[src/rtl/assert_macros.svh]
// Assertion macros for the RTL files that check their own behavior.
`ifndef ASSERT_MACROS_SVH
`define ASSERT_MACROS_SVH

// Same-cycle implication, sampled on clock, off during reset.
`define ASSERT_IMPL(label, ante, cons, msg) \
   label: assert property (@(posedge clock) disable iff (reset) (ante) |-> (cons)) \
      else $error(msg);

// Next-cycle implication, sampled on clock, off during reset.
`define ASSERT_NEXT(label, ante, cons, msg) \
   label: assert property (@(posedge clock) disable iff (reset) (ante) |=> (cons)) \
      else $error(msg);

`endif

[src/rtl/pidrl_pkg.sv]
// Types, register indexes and saturating helpers for the rate-limited PID core.
package pidrl_pkg;

   localparam int unsigned DATA_W  = 32;
   localparam int unsigned STEP_W  = 31;
   localparam int unsigned PROD_W  = 64;
   localparam int unsigned Q_SHIFT = 16;
   localparam int unsigned CSR_IDX_W = 3;

   localparam logic signed [DATA_W-1:0] MAX_VAL = 32'sh7FFF_FFFF;
   localparam logic signed [DATA_W-1:0] MIN_VAL = 32'sh8000_0000;

   // Register indexes
   localparam logic [CSR_IDX_W-1:0] CSR_KP_GAIN      = 3'd0;
   localparam logic [CSR_IDX_W-1:0] CSR_INTEG_GAIN   = 3'd1;
   localparam logic [CSR_IDX_W-1:0] CSR_DIFF_GAIN    = 3'd2;
   localparam logic [CSR_IDX_W-1:0] CSR_REF_STEP_MAX = 3'd3;
   localparam logic [CSR_IDX_W-1:0] CSR_INTEG_MIN    = 3'd4;
   localparam logic [CSR_IDX_W-1:0] CSR_INTEG_MAX    = 3'd5;
   localparam logic [CSR_IDX_W-1:0] CSR_OUT_MIN      = 3'd6;
   localparam logic [CSR_IDX_W-1:0] CSR_OUT_MAX      = 3'd7;

   typedef enum logic [3:0] {
      ST_IDLE,
      ST_LIMIT,
      ST_ERROR,
      ST_MUL_P,
      ST_P_TERM,
      ST_MUL_I,
      ST_I_ADD,
      ST_I_CLAMP,
      ST_D_DIFF,
      ST_MUL_D,
      ST_D_TERM,
      ST_SUM,
      ST_OUT
   } state_type;

   typedef enum logic [1:0] {
      MUL_KP,
      MUL_KI,
      MUL_KD
   } mul_sel_type;

   typedef struct packed {
      logic        load_in;
      logic        limit;
      logic        error;
      logic        mul_en;
      mul_sel_type mul_sel;
      logic        p_en;
      logic        i_add;
      logic        i_clamp;
      logic        d_diff;
      logic        d_en;
      logic        sum_en;
      logic        out_load;
   } cmd_type;

   // Saturate a 34-bit signed value to 32 bits.
   function automatic logic signed [DATA_W-1:0] sat34(input logic signed [DATA_W+1:0] v);
      logic signed [DATA_W-1:0] r;
      if ((v[DATA_W+1:DATA_W-1] == 3'b000) || (v[DATA_W+1:DATA_W-1] == 3'b111)) begin
         r = v[DATA_W-1:0];
      end else begin
         r = v[DATA_W+1] ? MIN_VAL : MAX_VAL;
      end
      return r;
   endfunction

   // Q16.16 product scaling: arithmetic shift (floor) then saturate.
   function automatic logic signed [DATA_W-1:0] qsat(input logic signed [PROD_W-1:0] p);
      logic signed [DATA_W-1:0] r;
      if ((p[PROD_W-1:DATA_W+Q_SHIFT-1] == '0) || (p[PROD_W-1:DATA_W+Q_SHIFT-1] == '1)) begin
         r = p[DATA_W+Q_SHIFT-1:Q_SHIFT];
      end else begin
         r = p[PROD_W-1] ? MIN_VAL : MAX_VAL;
      end
      return r;
   endfunction

   // Low bound is checked first: with inverted bounds, a value below it gets the low bound, any other the high bound.
   function automatic logic signed [DATA_W-1:0] clamp32(
      input logic signed [DATA_W-1:0] v,
      input logic signed [DATA_W-1:0] lo,
      input logic signed [DATA_W-1:0] hi
   );
      logic signed [DATA_W-1:0] r;
      if (v < lo) begin
         r = lo;
      end else if (v > hi) begin
         r = hi;
      end else begin
         r = v;
      end
      return r;
   endfunction

   function automatic logic signed [DATA_W+1:0] sx34(input logic signed [DATA_W-1:0] v);
      return {{2{v[DATA_W-1]}}, v};
   endfunction

endpackage

[src/rtl/pidrl_datapath.sv]
// Datapath: control registers, loop state, shared multiplier and result registers.
module pidrl_datapath #(
   parameter int SERIAL_FORM = 0
) (
   input  logic                                   clock,
   input  logic                                   reset,
   input  pidrl_pkg::cmd_type                     cmd,
   input  logic                                   csr_we,
   input  logic [pidrl_pkg::CSR_IDX_W-1:0]        csr_index,
   input  logic [pidrl_pkg::DATA_W-1:0]           csr_data,
   input  logic [3*pidrl_pkg::DATA_W-1:0]         in_data,
   output logic [2*pidrl_pkg::DATA_W-1:0]         out_data
);

   localparam int W = pidrl_pkg::DATA_W;

   // Control registers
   logic signed [W-1:0] kp_ff, ki_ff, kd_ff;
   logic [pidrl_pkg::STEP_W-1:0] step_max_ff;
   logic signed [W-1:0] integ_min_ff, integ_max_ff, out_min_ff, out_max_ff;

   // Loop state
   logic signed [W-1:0] integ_ff, integ_in;
   logic signed [W-1:0] prev_d_ff;
   logic signed [W-1:0] prev_ref_ff;

   // Per-sample working registers
   logic signed [W-1:0] ref_ff, fdb_ff, ffd_ff;
   logic signed [W-1:0] ref_lim_ff, ref_lim_in;
   logic signed [W-1:0] err_ff;
   logic signed [W-1:0] p_ff, d_ff, ddiff_ff;
   logic signed [W+1:0] sum_ff;
   logic signed [pidrl_pkg::PROD_W-1:0] prod_ff;
   logic signed [W-1:0] drive_ff, drive_unclamped_ff;

   logic signed [W-1:0] mul_a, mul_b;
   logic signed [W-1:0] i_in, d_in, sum_sat;
   logic signed [W:0]   change, step_x, step_neg;

   always_ff @(posedge clock) begin
      if (reset) begin
         kp_ff        <= '0;
         ki_ff        <= '0;
         kd_ff        <= '0;
         step_max_ff  <= '0;
         integ_min_ff <= pidrl_pkg::MIN_VAL;
         integ_max_ff <= pidrl_pkg::MAX_VAL;
         out_min_ff   <= pidrl_pkg::MIN_VAL;
         out_max_ff   <= pidrl_pkg::MAX_VAL;
      end else if (csr_we) begin
         unique case (csr_index)
            pidrl_pkg::CSR_KP_GAIN:      kp_ff        <= csr_data;
            pidrl_pkg::CSR_INTEG_GAIN:   ki_ff        <= csr_data;
            pidrl_pkg::CSR_DIFF_GAIN:    kd_ff        <= csr_data;
            pidrl_pkg::CSR_REF_STEP_MAX: step_max_ff  <= csr_data[pidrl_pkg::STEP_W-1:0];
            pidrl_pkg::CSR_INTEG_MIN:    integ_min_ff <= csr_data;
            pidrl_pkg::CSR_INTEG_MAX:    integ_max_ff <= csr_data;
            pidrl_pkg::CSR_OUT_MIN:      out_min_ff   <= csr_data;
            pidrl_pkg::CSR_OUT_MAX:      out_max_ff   <= csr_data;
            default: ;
         endcase
      end
   end

   // Reference slew limit against the previous limited reference.
   always_comb begin
      change   = {ref_ff[W-1], ref_ff} - {prev_ref_ff[W-1], prev_ref_ff};
      step_x   = {2'b00, step_max_ff};
      step_neg = -step_x;
      if ((step_max_ff != '0) && (change > step_x)) begin
         ref_lim_in = pidrl_pkg::sat34(pidrl_pkg::sx34(prev_ref_ff) + {3'b000, step_max_ff});
      end else if ((step_max_ff != '0) && (change < step_neg)) begin
         ref_lim_in = pidrl_pkg::sat34(pidrl_pkg::sx34(prev_ref_ff) - {3'b000, step_max_ff});
      end else begin
         ref_lim_in = ref_ff;
      end
   end

   assign i_in = (SERIAL_FORM != 0)
      ? pidrl_pkg::sat34(pidrl_pkg::sx34(err_ff) + pidrl_pkg::sx34(p_ff)) : err_ff;
   assign d_in = (SERIAL_FORM != 0)
      ? pidrl_pkg::sat34(pidrl_pkg::sx34(err_ff) + pidrl_pkg::sx34(integ_ff)) : err_ff;

   always_comb begin
      unique case (cmd.mul_sel)
         pidrl_pkg::MUL_KP: begin
            mul_a = kp_ff;
            mul_b = err_ff;
         end
         pidrl_pkg::MUL_KI: begin
            mul_a = ki_ff;
            mul_b = i_in;
         end
         pidrl_pkg::MUL_KD: begin
            mul_a = kd_ff;
            mul_b = ddiff_ff;
         end
         default: begin
            mul_a = kp_ff;
            mul_b = err_ff;
         end
      endcase
   end

   // Integrator: saturated add, then clamp in the following step.
   always_comb begin
      integ_in = integ_ff;
      if (cmd.i_add) begin
         integ_in = pidrl_pkg::sat34(pidrl_pkg::sx34(integ_ff)
                                     + pidrl_pkg::sx34(pidrl_pkg::qsat(prod_ff)));
      end else if (cmd.i_clamp) begin
         integ_in = pidrl_pkg::clamp32(integ_ff, integ_min_ff, integ_max_ff);
      end
   end

   assign sum_sat = pidrl_pkg::sat34(sum_ff);

   // Loop state
   always_ff @(posedge clock) begin
      if (reset) begin
         integ_ff    <= '0;
         prev_d_ff   <= '0;
         prev_ref_ff <= '0;
      end else begin
         integ_ff <= integ_in;
         if (cmd.limit) begin
            prev_ref_ff <= ref_lim_in;
         end
         if (cmd.d_diff) begin
            prev_d_ff <= d_in;
         end
      end
   end

   // Working registers
   always_ff @(posedge clock) begin
      if (cmd.load_in) begin
         ref_ff <= in_data[W-1:0];
         fdb_ff <= in_data[2*W-1:W];
         ffd_ff <= in_data[3*W-1:2*W];
      end
      if (cmd.limit) begin
         ref_lim_ff <= ref_lim_in;
      end
      if (cmd.error) begin
         err_ff <= pidrl_pkg::sat34(pidrl_pkg::sx34(ref_lim_ff) - pidrl_pkg::sx34(fdb_ff));
      end
      if (cmd.mul_en) begin
         prod_ff <= mul_a * mul_b;
      end
      if (cmd.p_en) begin
         p_ff <= pidrl_pkg::qsat(prod_ff);
      end
      if (cmd.d_diff) begin
         ddiff_ff <= pidrl_pkg::sat34(pidrl_pkg::sx34(d_in) - pidrl_pkg::sx34(prev_d_ff));
      end
      if (cmd.d_en) begin
         d_ff <= pidrl_pkg::qsat(prod_ff);
      end
      if (cmd.sum_en) begin
         // exact four-term sum; 34 bits cannot overflow
         sum_ff <= pidrl_pkg::sx34(p_ff) + pidrl_pkg::sx34(integ_ff)
                 + pidrl_pkg::sx34(d_ff) + pidrl_pkg::sx34(ffd_ff);
      end
      if (cmd.out_load) begin
         drive_ff           <= pidrl_pkg::clamp32(sum_sat, out_min_ff, out_max_ff);
         drive_unclamped_ff <= sum_sat;
      end
   end

   assign out_data = {drive_unclamped_ff, drive_ff};

endmodule

[src/rtl/pidrl_ctrl.sv]
// Controller: sequences one control step and owns the result valid flag.
module pidrl_ctrl (
   input  logic               clock,
   input  logic               reset,
   input  logic               req_tvalid,
   output logic               req_tready,
   output logic               rsp_tvalid,
   input  logic               rsp_tready,
   output pidrl_pkg::cmd_type cmd
);

   pidrl_pkg::state_type state_ff, state_in;
   logic rsp_valid_ff, rsp_valid_in;
   logic out_free;

   assign out_free = !rsp_valid_ff || rsp_tready;

   always_ff @(posedge clock) begin
      if (reset) begin
         state_ff     <= pidrl_pkg::ST_IDLE;
         rsp_valid_ff <= 1'b0;
      end else begin
         state_ff     <= state_in;
         rsp_valid_ff <= rsp_valid_in;
      end
   end

   always_comb begin
      if (cmd.out_load) begin
         rsp_valid_in = 1'b1;
      end else if (rsp_tready) begin
         rsp_valid_in = 1'b0;
      end else begin
         rsp_valid_in = rsp_valid_ff;
      end
   end

   // Next state
   always_comb begin
      state_in = state_ff;
      unique case (state_ff)
         pidrl_pkg::ST_IDLE:    if (req_tvalid) state_in = pidrl_pkg::ST_LIMIT;
         pidrl_pkg::ST_LIMIT:   state_in = pidrl_pkg::ST_ERROR;
         pidrl_pkg::ST_ERROR:   state_in = pidrl_pkg::ST_MUL_P;
         pidrl_pkg::ST_MUL_P:   state_in = pidrl_pkg::ST_P_TERM;
         pidrl_pkg::ST_P_TERM:  state_in = pidrl_pkg::ST_MUL_I;
         pidrl_pkg::ST_MUL_I:   state_in = pidrl_pkg::ST_I_ADD;
         pidrl_pkg::ST_I_ADD:   state_in = pidrl_pkg::ST_I_CLAMP;
         pidrl_pkg::ST_I_CLAMP: state_in = pidrl_pkg::ST_D_DIFF;
         pidrl_pkg::ST_D_DIFF:  state_in = pidrl_pkg::ST_MUL_D;
         pidrl_pkg::ST_MUL_D:   state_in = pidrl_pkg::ST_D_TERM;
         pidrl_pkg::ST_D_TERM:  state_in = pidrl_pkg::ST_SUM;
         pidrl_pkg::ST_SUM:     state_in = pidrl_pkg::ST_OUT;
         pidrl_pkg::ST_OUT:     if (out_free) state_in = pidrl_pkg::ST_IDLE;
         default:               state_in = pidrl_pkg::ST_IDLE;
      endcase
   end

   // Outputs
   always_comb begin
      cmd         = '0;
      cmd.mul_sel = pidrl_pkg::MUL_KP;
      req_tready  = 1'b0;
      unique case (state_ff)
         pidrl_pkg::ST_IDLE: begin
            req_tready  = 1'b1;
            cmd.load_in = req_tvalid;
         end
         pidrl_pkg::ST_LIMIT:   cmd.limit = 1'b1;
         pidrl_pkg::ST_ERROR:   cmd.error = 1'b1;
         pidrl_pkg::ST_MUL_P: begin
            cmd.mul_en  = 1'b1;
            cmd.mul_sel = pidrl_pkg::MUL_KP;
         end
         pidrl_pkg::ST_P_TERM:  cmd.p_en = 1'b1;
         pidrl_pkg::ST_MUL_I: begin
            cmd.mul_en  = 1'b1;
            cmd.mul_sel = pidrl_pkg::MUL_KI;
         end
         pidrl_pkg::ST_I_ADD:   cmd.i_add = 1'b1;
         pidrl_pkg::ST_I_CLAMP: cmd.i_clamp = 1'b1;
         pidrl_pkg::ST_D_DIFF:  cmd.d_diff = 1'b1;
         pidrl_pkg::ST_MUL_D: begin
            cmd.mul_en  = 1'b1;
            cmd.mul_sel = pidrl_pkg::MUL_KD;
         end
         pidrl_pkg::ST_D_TERM:  cmd.d_en = 1'b1;
         pidrl_pkg::ST_SUM:     cmd.sum_en = 1'b1;
         pidrl_pkg::ST_OUT:     cmd.out_load = out_free;
         default: ;
      endcase
   end

   assign rsp_tvalid = rsp_valid_ff;

endmodule

[src/rtl/pid_controller_rate_limited_core.sv]
// Top level of the rate-limited PID controller core with integrator clamp.
//
// Usage:
//   req_* : one beat per control sample; tdata = reference, feedback, feedforward
//           (signed Q16.16, reference in the low 32 bits).
//   rsp_* : one beat per sample; tdata = drive (clamped) low, drive_unclamped high.
//   csr_* : register writes, index 0..7 = kp_gain, integ_gain, diff_gain,
//           ref_step_max, integ_min, integ_max, out_min, out_max. Always ready;
//           write only while no sample is in flight.
// Sequence: one sample is worked at a time through 12 controller steps that
//   share a single 32x32 multiplier (P, I and D products in turn); the
//   result is registered and rsp_tvalid rises once the final step loads it.
//   A new sample is taken only after the previous one leaves the final step.
// Stall: the result sits in an output register; the core takes the next
//   sample while it waits and only holds in its final step if a second
//   result is ready before the first was taken.
// Reset: synchronous, active high; clears integrator, derivative history,
//   previous reference and the result valid flag; gains and step limit go to
//   zero, clamp bounds to the full 32-bit range.
`include "assert_macros.svh"

module pid_controller_rate_limited_core #(
   parameter int SERIAL_FORM = 0
) (
   input  logic                                clock,
   input  logic                                reset,
   // reference[31:0], feedback[63:32], feedforward[95:64]
   input  logic [3*pidrl_pkg::DATA_W-1:0]      req_tdata,
   input  logic                                req_tvalid,
   output logic                                req_tready,
   // drive[31:0], drive_unclamped[63:32]
   output logic [2*pidrl_pkg::DATA_W-1:0]      rsp_tdata,
   output logic                                rsp_tvalid,
   input  logic                                rsp_tready,
   input  logic                                csr_valid,
   output logic                                csr_ready,
   input  logic [pidrl_pkg::CSR_IDX_W-1:0]     csr_index,
   input  logic [pidrl_pkg::DATA_W-1:0]        csr_data
);

   pidrl_pkg::cmd_type cmd;

   assign csr_ready = 1'b1;

   pidrl_ctrl u_ctrl (
      .clock      (clock),
      .reset      (reset),
      .req_tvalid (req_tvalid),
      .req_tready (req_tready),
      .rsp_tvalid (rsp_tvalid),
      .rsp_tready (rsp_tready),
      .cmd        (cmd)
   );

   pidrl_datapath #(
      .SERIAL_FORM (SERIAL_FORM)
   ) u_datapath (
      .clock     (clock),
      .reset     (reset),
      .cmd       (cmd),
      .csr_we    (csr_valid && csr_ready),
      .csr_index (csr_index),
      .csr_data  (csr_data),
      .in_data   (req_tdata),
      .out_data  (rsp_tdata)
   );

   // A sample in flight blocks the next one.
   `ASSERT_NEXT(a_busy_after_accept, req_tvalid && req_tready, !req_tready, "accepted while busy")
   // A fresh result appears exactly as the controller returns to idle.
   `ASSERT_IMPL(a_result_at_idle, $rose(rsp_tvalid), req_tready, "result without idle")
   // A pending result is never overwritten.
   `ASSERT_IMPL(a_no_overwrite, cmd.out_load, !rsp_tvalid || rsp_tready, "result overwritten")

endmodule

[config.mk]
export PLATFORM = sky130hd
export DESIGN_NAME = pid_controller_rate_limited_core
export DESIGN_NICKNAME = d
export VERILOG_FILES = /design/src/rtl/pidrl_pkg.sv /design/src/rtl/pidrl_datapath.sv /design/src/rtl/pidrl_ctrl.sv /design/src/rtl/pid_controller_rate_limited_core.sv
export VERILOG_INCLUDE_DIRS = /design/src /design/src/rtl
export SDC_FILE = /design/constraint.sdc
export NUM_CORES = 2
export LEC_CHECK = 0
export BUFFER_PORTS_ARGS = -buffer_cell sky130_fd_sc_hd__buf_2
export CORE_MARGIN = 2
export CORE_UTILIZATION = 60
export CTS_CLUSTER_DIAMETER = 100
export CTS_CLUSTER_SIZE = 16
export DETAILED_ROUTE_END_ITERATION = 6
export PLACE_DENSITY_LB_ADDON = 0.3
export REMOVE_ABC_BUFFERS = 1
export SLEW_MARGIN = 20
export SYNTH_ARGS = -nofsm -noshare
export SYNTH_HDL_FRONTEND = slang
export SYNTH_SLANG_ARGS = --single-unit
[constraint.sdc]
create_clock -name clock -period 12.7 [get_ports clock]
set_input_delay 1.905 -clock clock [delete_from_list [all_inputs] [get_ports clock]]
set_output_delay 1.905 -clock clock [all_outputs]
set_load 0.005 [all_outputs]
== Word-level counts from Yosys, hierarchy flattened ==
Index checks and enable logic that the tools add are counted.
W data, S select, Z words.

* Multiplexer cells: 42
* Shift operators: 0
* Magnitude comparators: 6
* Reduce and logical (&&, ||, !) cells: 34
* Bitwise operators: 0
* Equality and inequality tests: 30
* Add/sub/neg operators: 10
* Divide/modulo/power cells: 0
* $mul: 1

{| class="wikitable"
|+ Operator list
! operator !! number
|-
| $mux W32 || 24
|-
| $sub A32 B32 Y33 || 4
|-
| $add A32 B32 Y33 || 3
|-
| $gt A32 B32 Y1 || 2
|-
| $lt A32 B32 Y1 || 2
|-
| $mul A32 B32 Y64 || 1
|-
| $pmux W32 S2 || 1
|-
| $pmux W4 S13 || 1
|-
| $add A33 B32 Y34 || 1
|-
| $add A34 B32 Y34 || 1
|-
| $gt A33 B32 Y1 || 1
|-
| $lt A33 B33 Y1 || 1
|-
| $neg A31 Y33 || 1
|-
| $reduce_bool A31 Y1 || 1
|-
| $eq A3 B3 Y1 const B || 10
|-
| $logic_not A3 Y1 || 7
|-
| $eq A4 B4 Y1 const B || 5
|-
| $reduce_and A2 Y1 || 10
|-
| $eq A17 B17 Y1 const B || 1
|-
| $logic_not A17 Y1 || 1
|-
| $eq A4 B3 Y1 const B || 4
|-
| $mux W1 || 13
|-
| $pmux W3 S3 || 1
|-
| $eq A4 B2 Y1 const B || 2
|-
| other kinds (14) || 25
|}

* ROM bits: 0
* Memories: 0
* Flip-flop bits (word level): 774
* Bits in latches: 0
* Word-level logic and storage cells: 148
* Bits in writable memories: 0

== Depth between registers and ports, before layout ==
* Depth after elaboration: 9
* Gate-level depth with buffers: 39
* Mapped depth without buffers: 35

== Hierarchy ==
A second synthesis with hierarchy kept.

* Cells, all modules: 8981
* Area total of the unflattened synthesis: 81916.1 µm²

{| class="wikitable"
|+ Modules (own cells, without submodules)
! module !! cells an instance !! area each (µm²) !! instances
|-
| pidrl_datapath || 8929 || 81528.2 || 1
|-
| pidrl_ctrl || 50 || 376.6 || 1
|-
| pid_controller_rate_limited_core || 2 || 11.3 || 1
|}

== Worst setup path after synthesis ==
No wires, ideal clock.

* Path kind: register to register
* From: reg u_ctrl.state_ff[3]
* To: reg u_datapath.prod_ff[61] (netlist bit), data pin
* Clock period less this slack: 9786 ps
* Data arrival time: 9527 ps
* Setup time: 258 ps
* Setup slack: 2914 ps
* Stages on the path, launching flop included: 37
* Required time: 12442 ps
* Path buffers: 5
* Cell sequence: dfxtp_1 clkbuf_1 nor2b_1 nand3b_1 inv_1 ha_1 buf_2 buf_1 clkbuf_1 mux2i_1 clkbuf_1 nor2_1 fa_1 inv_1 fa_1 inv_1 fa_1 fa_1 inv_1 fa_1 inv_1 fa_1 inv_1 fa_1 inv_1 fa_1 ha_1 a21o_1 a21o_1 a21oi_1 o21bai_1 a21oi_1 and3_1 o311ai_0 a31o_2 a21oi_1 xnor2_1

* Cells in the longest elaborated chain, start to end: 5
* Elaborated cells on any way between the ends: 9

{| class="wikitable"
|+ RTL lines
! what !! RTL line !! text
|-
| start: declaration || pidrl_ctrl.sv:12 || <nowiki>pidrl_pkg::state_type state_ff, state_in;</nowiki>
|-
| start signal: assignment || pidrl_ctrl.sv:20 || <nowiki>state_ff <= pidrl_pkg::ST_IDLE;</nowiki>
|-
| start signal: assignment || pidrl_ctrl.sv:23 || <nowiki>state_ff <= state_in;</nowiki>
|-
| $eq A4 B4 Y1 (tied with other cells) || pidrl_ctrl.sv:64 || <nowiki>unique case (state_ff)</nowiki>
|-
| $pmux W3 S3 * || pidrl_ctrl.sv:64 ||
|-
| $eq A2 B2 Y1 / $eq A2 B1 Y1 (equally long branches) || pidrl_datapath.sv:85 || <nowiki>unique case (cmd.mul_sel)</nowiki>
|-
| $pmux W32 S2 / $mux W32 (equally long branches) || pidrl_datapath.sv:85 ||
|-
| $mul A32 B32 Y64 * || pidrl_datapath.sv:149 || <nowiki>prod_ff <= mul_a * mul_b;</nowiki>
|-
| end signal: assignment || pidrl_datapath.sv:149 ||
|-
| end: declaration || pidrl_datapath.sv:33 || <nowiki>logic signed [pidrl_pkg::PROD_W-1:0] prod_ff;</nowiki>
|}

Every way passes the cells marked *; elsewhere a longest branch is shown, timed or not.
A chain may end at the register's enable or synchronous reset.

== Worst setup path after layout ==
Same ends and word-level chain as after synthesis.

==> reports/results.tsv <==
stage	metric	value	unit
outcome	status	finished, violations left	
outcome	violations	DRC	
sta	rsz0062_at_grt	false	
yosys	synth_top_area_cell	fa_1	
sta	slew_viol_final	0	
sta	tns	0	ns
final_layout	area_growth	5.62	%
die	io_pins	203	
global_routing	antenna_found_initial	8	
final_layout	largest_reg_flops	48	
cts	cts_tree	built	
drt	dr.first_iter.drc_count	7908	
cts	clk_pin_slew_worst_paths	0.08	ns
global_routing	overflow	0	
cts	cts_setup_buffers	0	
yosys	yosysTopAreaCellShare	0.281	
critical_path	r2r_end	u_datapath.prod_ff[61]$_DFFE_PP_	
placement	port_buffers	201	
drt	drt-vias-per-instance	6.20	
drt	firstDrtPassIters	7	
critical_path	crit_path_end	u_datapath.prod_ff[61]$_DFFE_PP_	
yosys	synth_area	82000	um^2
drt	ant_nets	0	
drt	wl	272000	um
sta	finalSetupViolations	0	
yosys	ys_warn_count	0	
yosys	yosysSeqAreaShare	0.234	
cts	cts-hold-fix-buffers	0	
critical_path	critPathLaunchType	flop	
yosys	ys_types	93	
drt	drc	11	
drt	vias	66700	
critical_path	startpoint	u_ctrl.state_ff[3]$_SDFFE_PP0P_	
yosys	async_flop_share	0	
final_layout	layout.nets	10800	
die	start_util	0.605	
final_layout	reg.largest.list	u_datapath.prod_ff (48), u_datapath.sum_ff (34)	
critical_path	cpMaxStageDelayCell	fa_1	
die	die_y	374	um
cts	cts.sinks	758	
die	rows	135	
global_routing	grt_max_degree	174	
critical_path	worstReg2RegStart	u_ctrl.state_ff[3]$_SDFFE_PP0P_	
yosys	synth-seq-cells	758	
drt	wl_per_cell	25.3	um
final_layout	regMostFlops	u_datapath.prod_ff	
cts	cts_resized	0	
sta	slew_headroom	0.163	
sta	fin_crit	11.22	ns
cts	cts-buffers-inserted	57	
cts	clk_path_buf_depth	3	
critical_path	path_max_fanout	65	
yosys	synthFlopType	edfxtp_1	
cts	h-tree-depth	2	
die	dieArea	140000	um^2
hold_path	hold_path.class	reg2reg	
yosys	yosysMostFrequentCell	inv_1	
yosys	syn_avg_cell_area	9.15	um^2
placement	place_congestion	1.06	
hold_path	worstHoldStart	u_datapath.prev_d_ff[30]$_SDFFE_PP0P_	
yosys	syn_inst	8961	
global_routing	grt_usage	0.390	
global_routing	grt_pass1_vias	66500	
sta	max_freq	89.2	MHz
critical_path	required	13.15	ns
sta	tightest_slew	1.26	ns
sta	final_hold_viol_count	0	
yosys	synth_edf_count	402	
yosys	synthTopCellsByCount	inv_1, nand2_1, fa_1	
final_layout	drive_gt1_frac	0.0605	
sta	min_period_over_period	0.883	
global_routing	grt_pass1_wl	410000	um
critical_path	worst_setup_path_end_kind	flop	
cts	root_buffer	clkbuf_16	
placement	dp_hpwl	210000	um
critical_path	cpMostUsedCell	fa_1	
die	core	136000	um^2
critical_path	r2r_setup_slack	1.48	ns
cts	clk_latency	0.71	ns
flow_run	drv_cap	0	
critical_path	slowest_delay	0.98	ns
critical_path	cp_data_arrival_time	11.66	ns
die	dieWidth	374	um
yosys	yosys-top-cells-area	fa_1, edfxtp_1, ha_1	
critical_path	r2r_cells	31	
sta	fin_skew	0.0429	ns
critical_path	crit_type	reg2reg	
per-stage QoR:
stage | setup slack (ns) | cells | instance area (um^2) | utilization | hold slack (ns)
finish | 1.48 | 10800 | 86600 | 0.639 | 0.454
global route | 1.02 | 10700 | 86600 | 0.638 | 0.470
CTS | 1.71 | 10700 | 86600 | 0.638 | 0.456
detailed placement | 1.72 | 10600 | 84800 | 0.625 | 0.447
global placement | 1.90 | 10600 | 84800 | 0.625 | 0.442
floorplan | 1.04 | 8534 | 80300 | - | 0.430
layout make-up:
type,instances,area [um^2]
Antenna cell,6,15.0
Tap cell,1781,2230
Inverter,1355,5090
Clock buffer,97,1620
Timing Repair Buffer,325,1960
Multi-Input combinational cell,6421,56400
Sequential cell,758,19200
Fill cell,11300,49000
Clock inverter,10,123
cell usage in the layout, fill, tap and decap left out, types with 66 or more instances in the layout:
cell type / n
inv_1: 1352
nand2_1: 1301
fa_1: 1152
nor2_1: 777
a21oi_1: 611
ha_1: 594
edfxtp_1: 402
dfxtp_1: 356
a21o_1: 222
o21ai_0: 211
xnor2_1: 208
buf_2: 200
buf_4: 123
mux2i_1: 113
nor3_1: 87
nand4_1: 72
nand3b_1: 69
xor2_1: 66
per-layer routing:
layer	track usage	vias up	wire length (um)
li1	-	29000	-
met1	0.534	32900	107000
met2	0.564	3973	113000
met3	0.114	789	34600
met4	0.193	12	17000
met5	0.00789	-	263
kinds of logic after synthesis:
kind of cell / count (synthesis) / share of synthesized area
simple gates: 2680 / 0.141
buf+inv: 1782 / 0.0826
fa+ha+maj: 1755 / 0.373
compound gates: 1542 / 0.119
flops: 758 / 0.234
xor+xnor: 275 / 0.0294
mux: 168 / 0.0212
other cells: 1 / 0.0000457
worst min path at each step:
| stage | cells past startpoint | to |
|---|---|---|
| after floorplan | 2 | u_datapath.ki_ff[0]$_SDFFE_PP0P_ |
| after global placement | 2 | u_datapath.kd_ff[0]$_SDFFE_PP0P_ |
| after detailed placement | 2 | u_datapath.integ_min_ff[27]$_SDFFE_PP0P_ |
| after CTS | 2 | u_datapath.prev_d_ff[30]$_SDFFE_PP0P_ |
| after global routing | 2 | u_datapath.out_min_ff[1]$_SDFFE_PP0P_ |
| final | 2 | u_datapath.prev_d_ff[30]$_SDFFE_PP0P_ |
worst max-delay path: cells and delay by family, from the launching register on:
kind | cells | cell delay (ns)
and+or+nand+nor | 4 | 0.75
buffers and inverters | 7 | 1.52
xor gates and xnor gates | 1 | 0.09
DFF | 1 | 0.54
adders and majority gates | 10 | 5.61
muxes | 1 | 0.74
AOI/OAI and AO/OA | 8 | 1.63
Power is left out: the tool's default activity adds up to more than one toggle a clock period on the data nets, which glitch-free logic cannot reach.
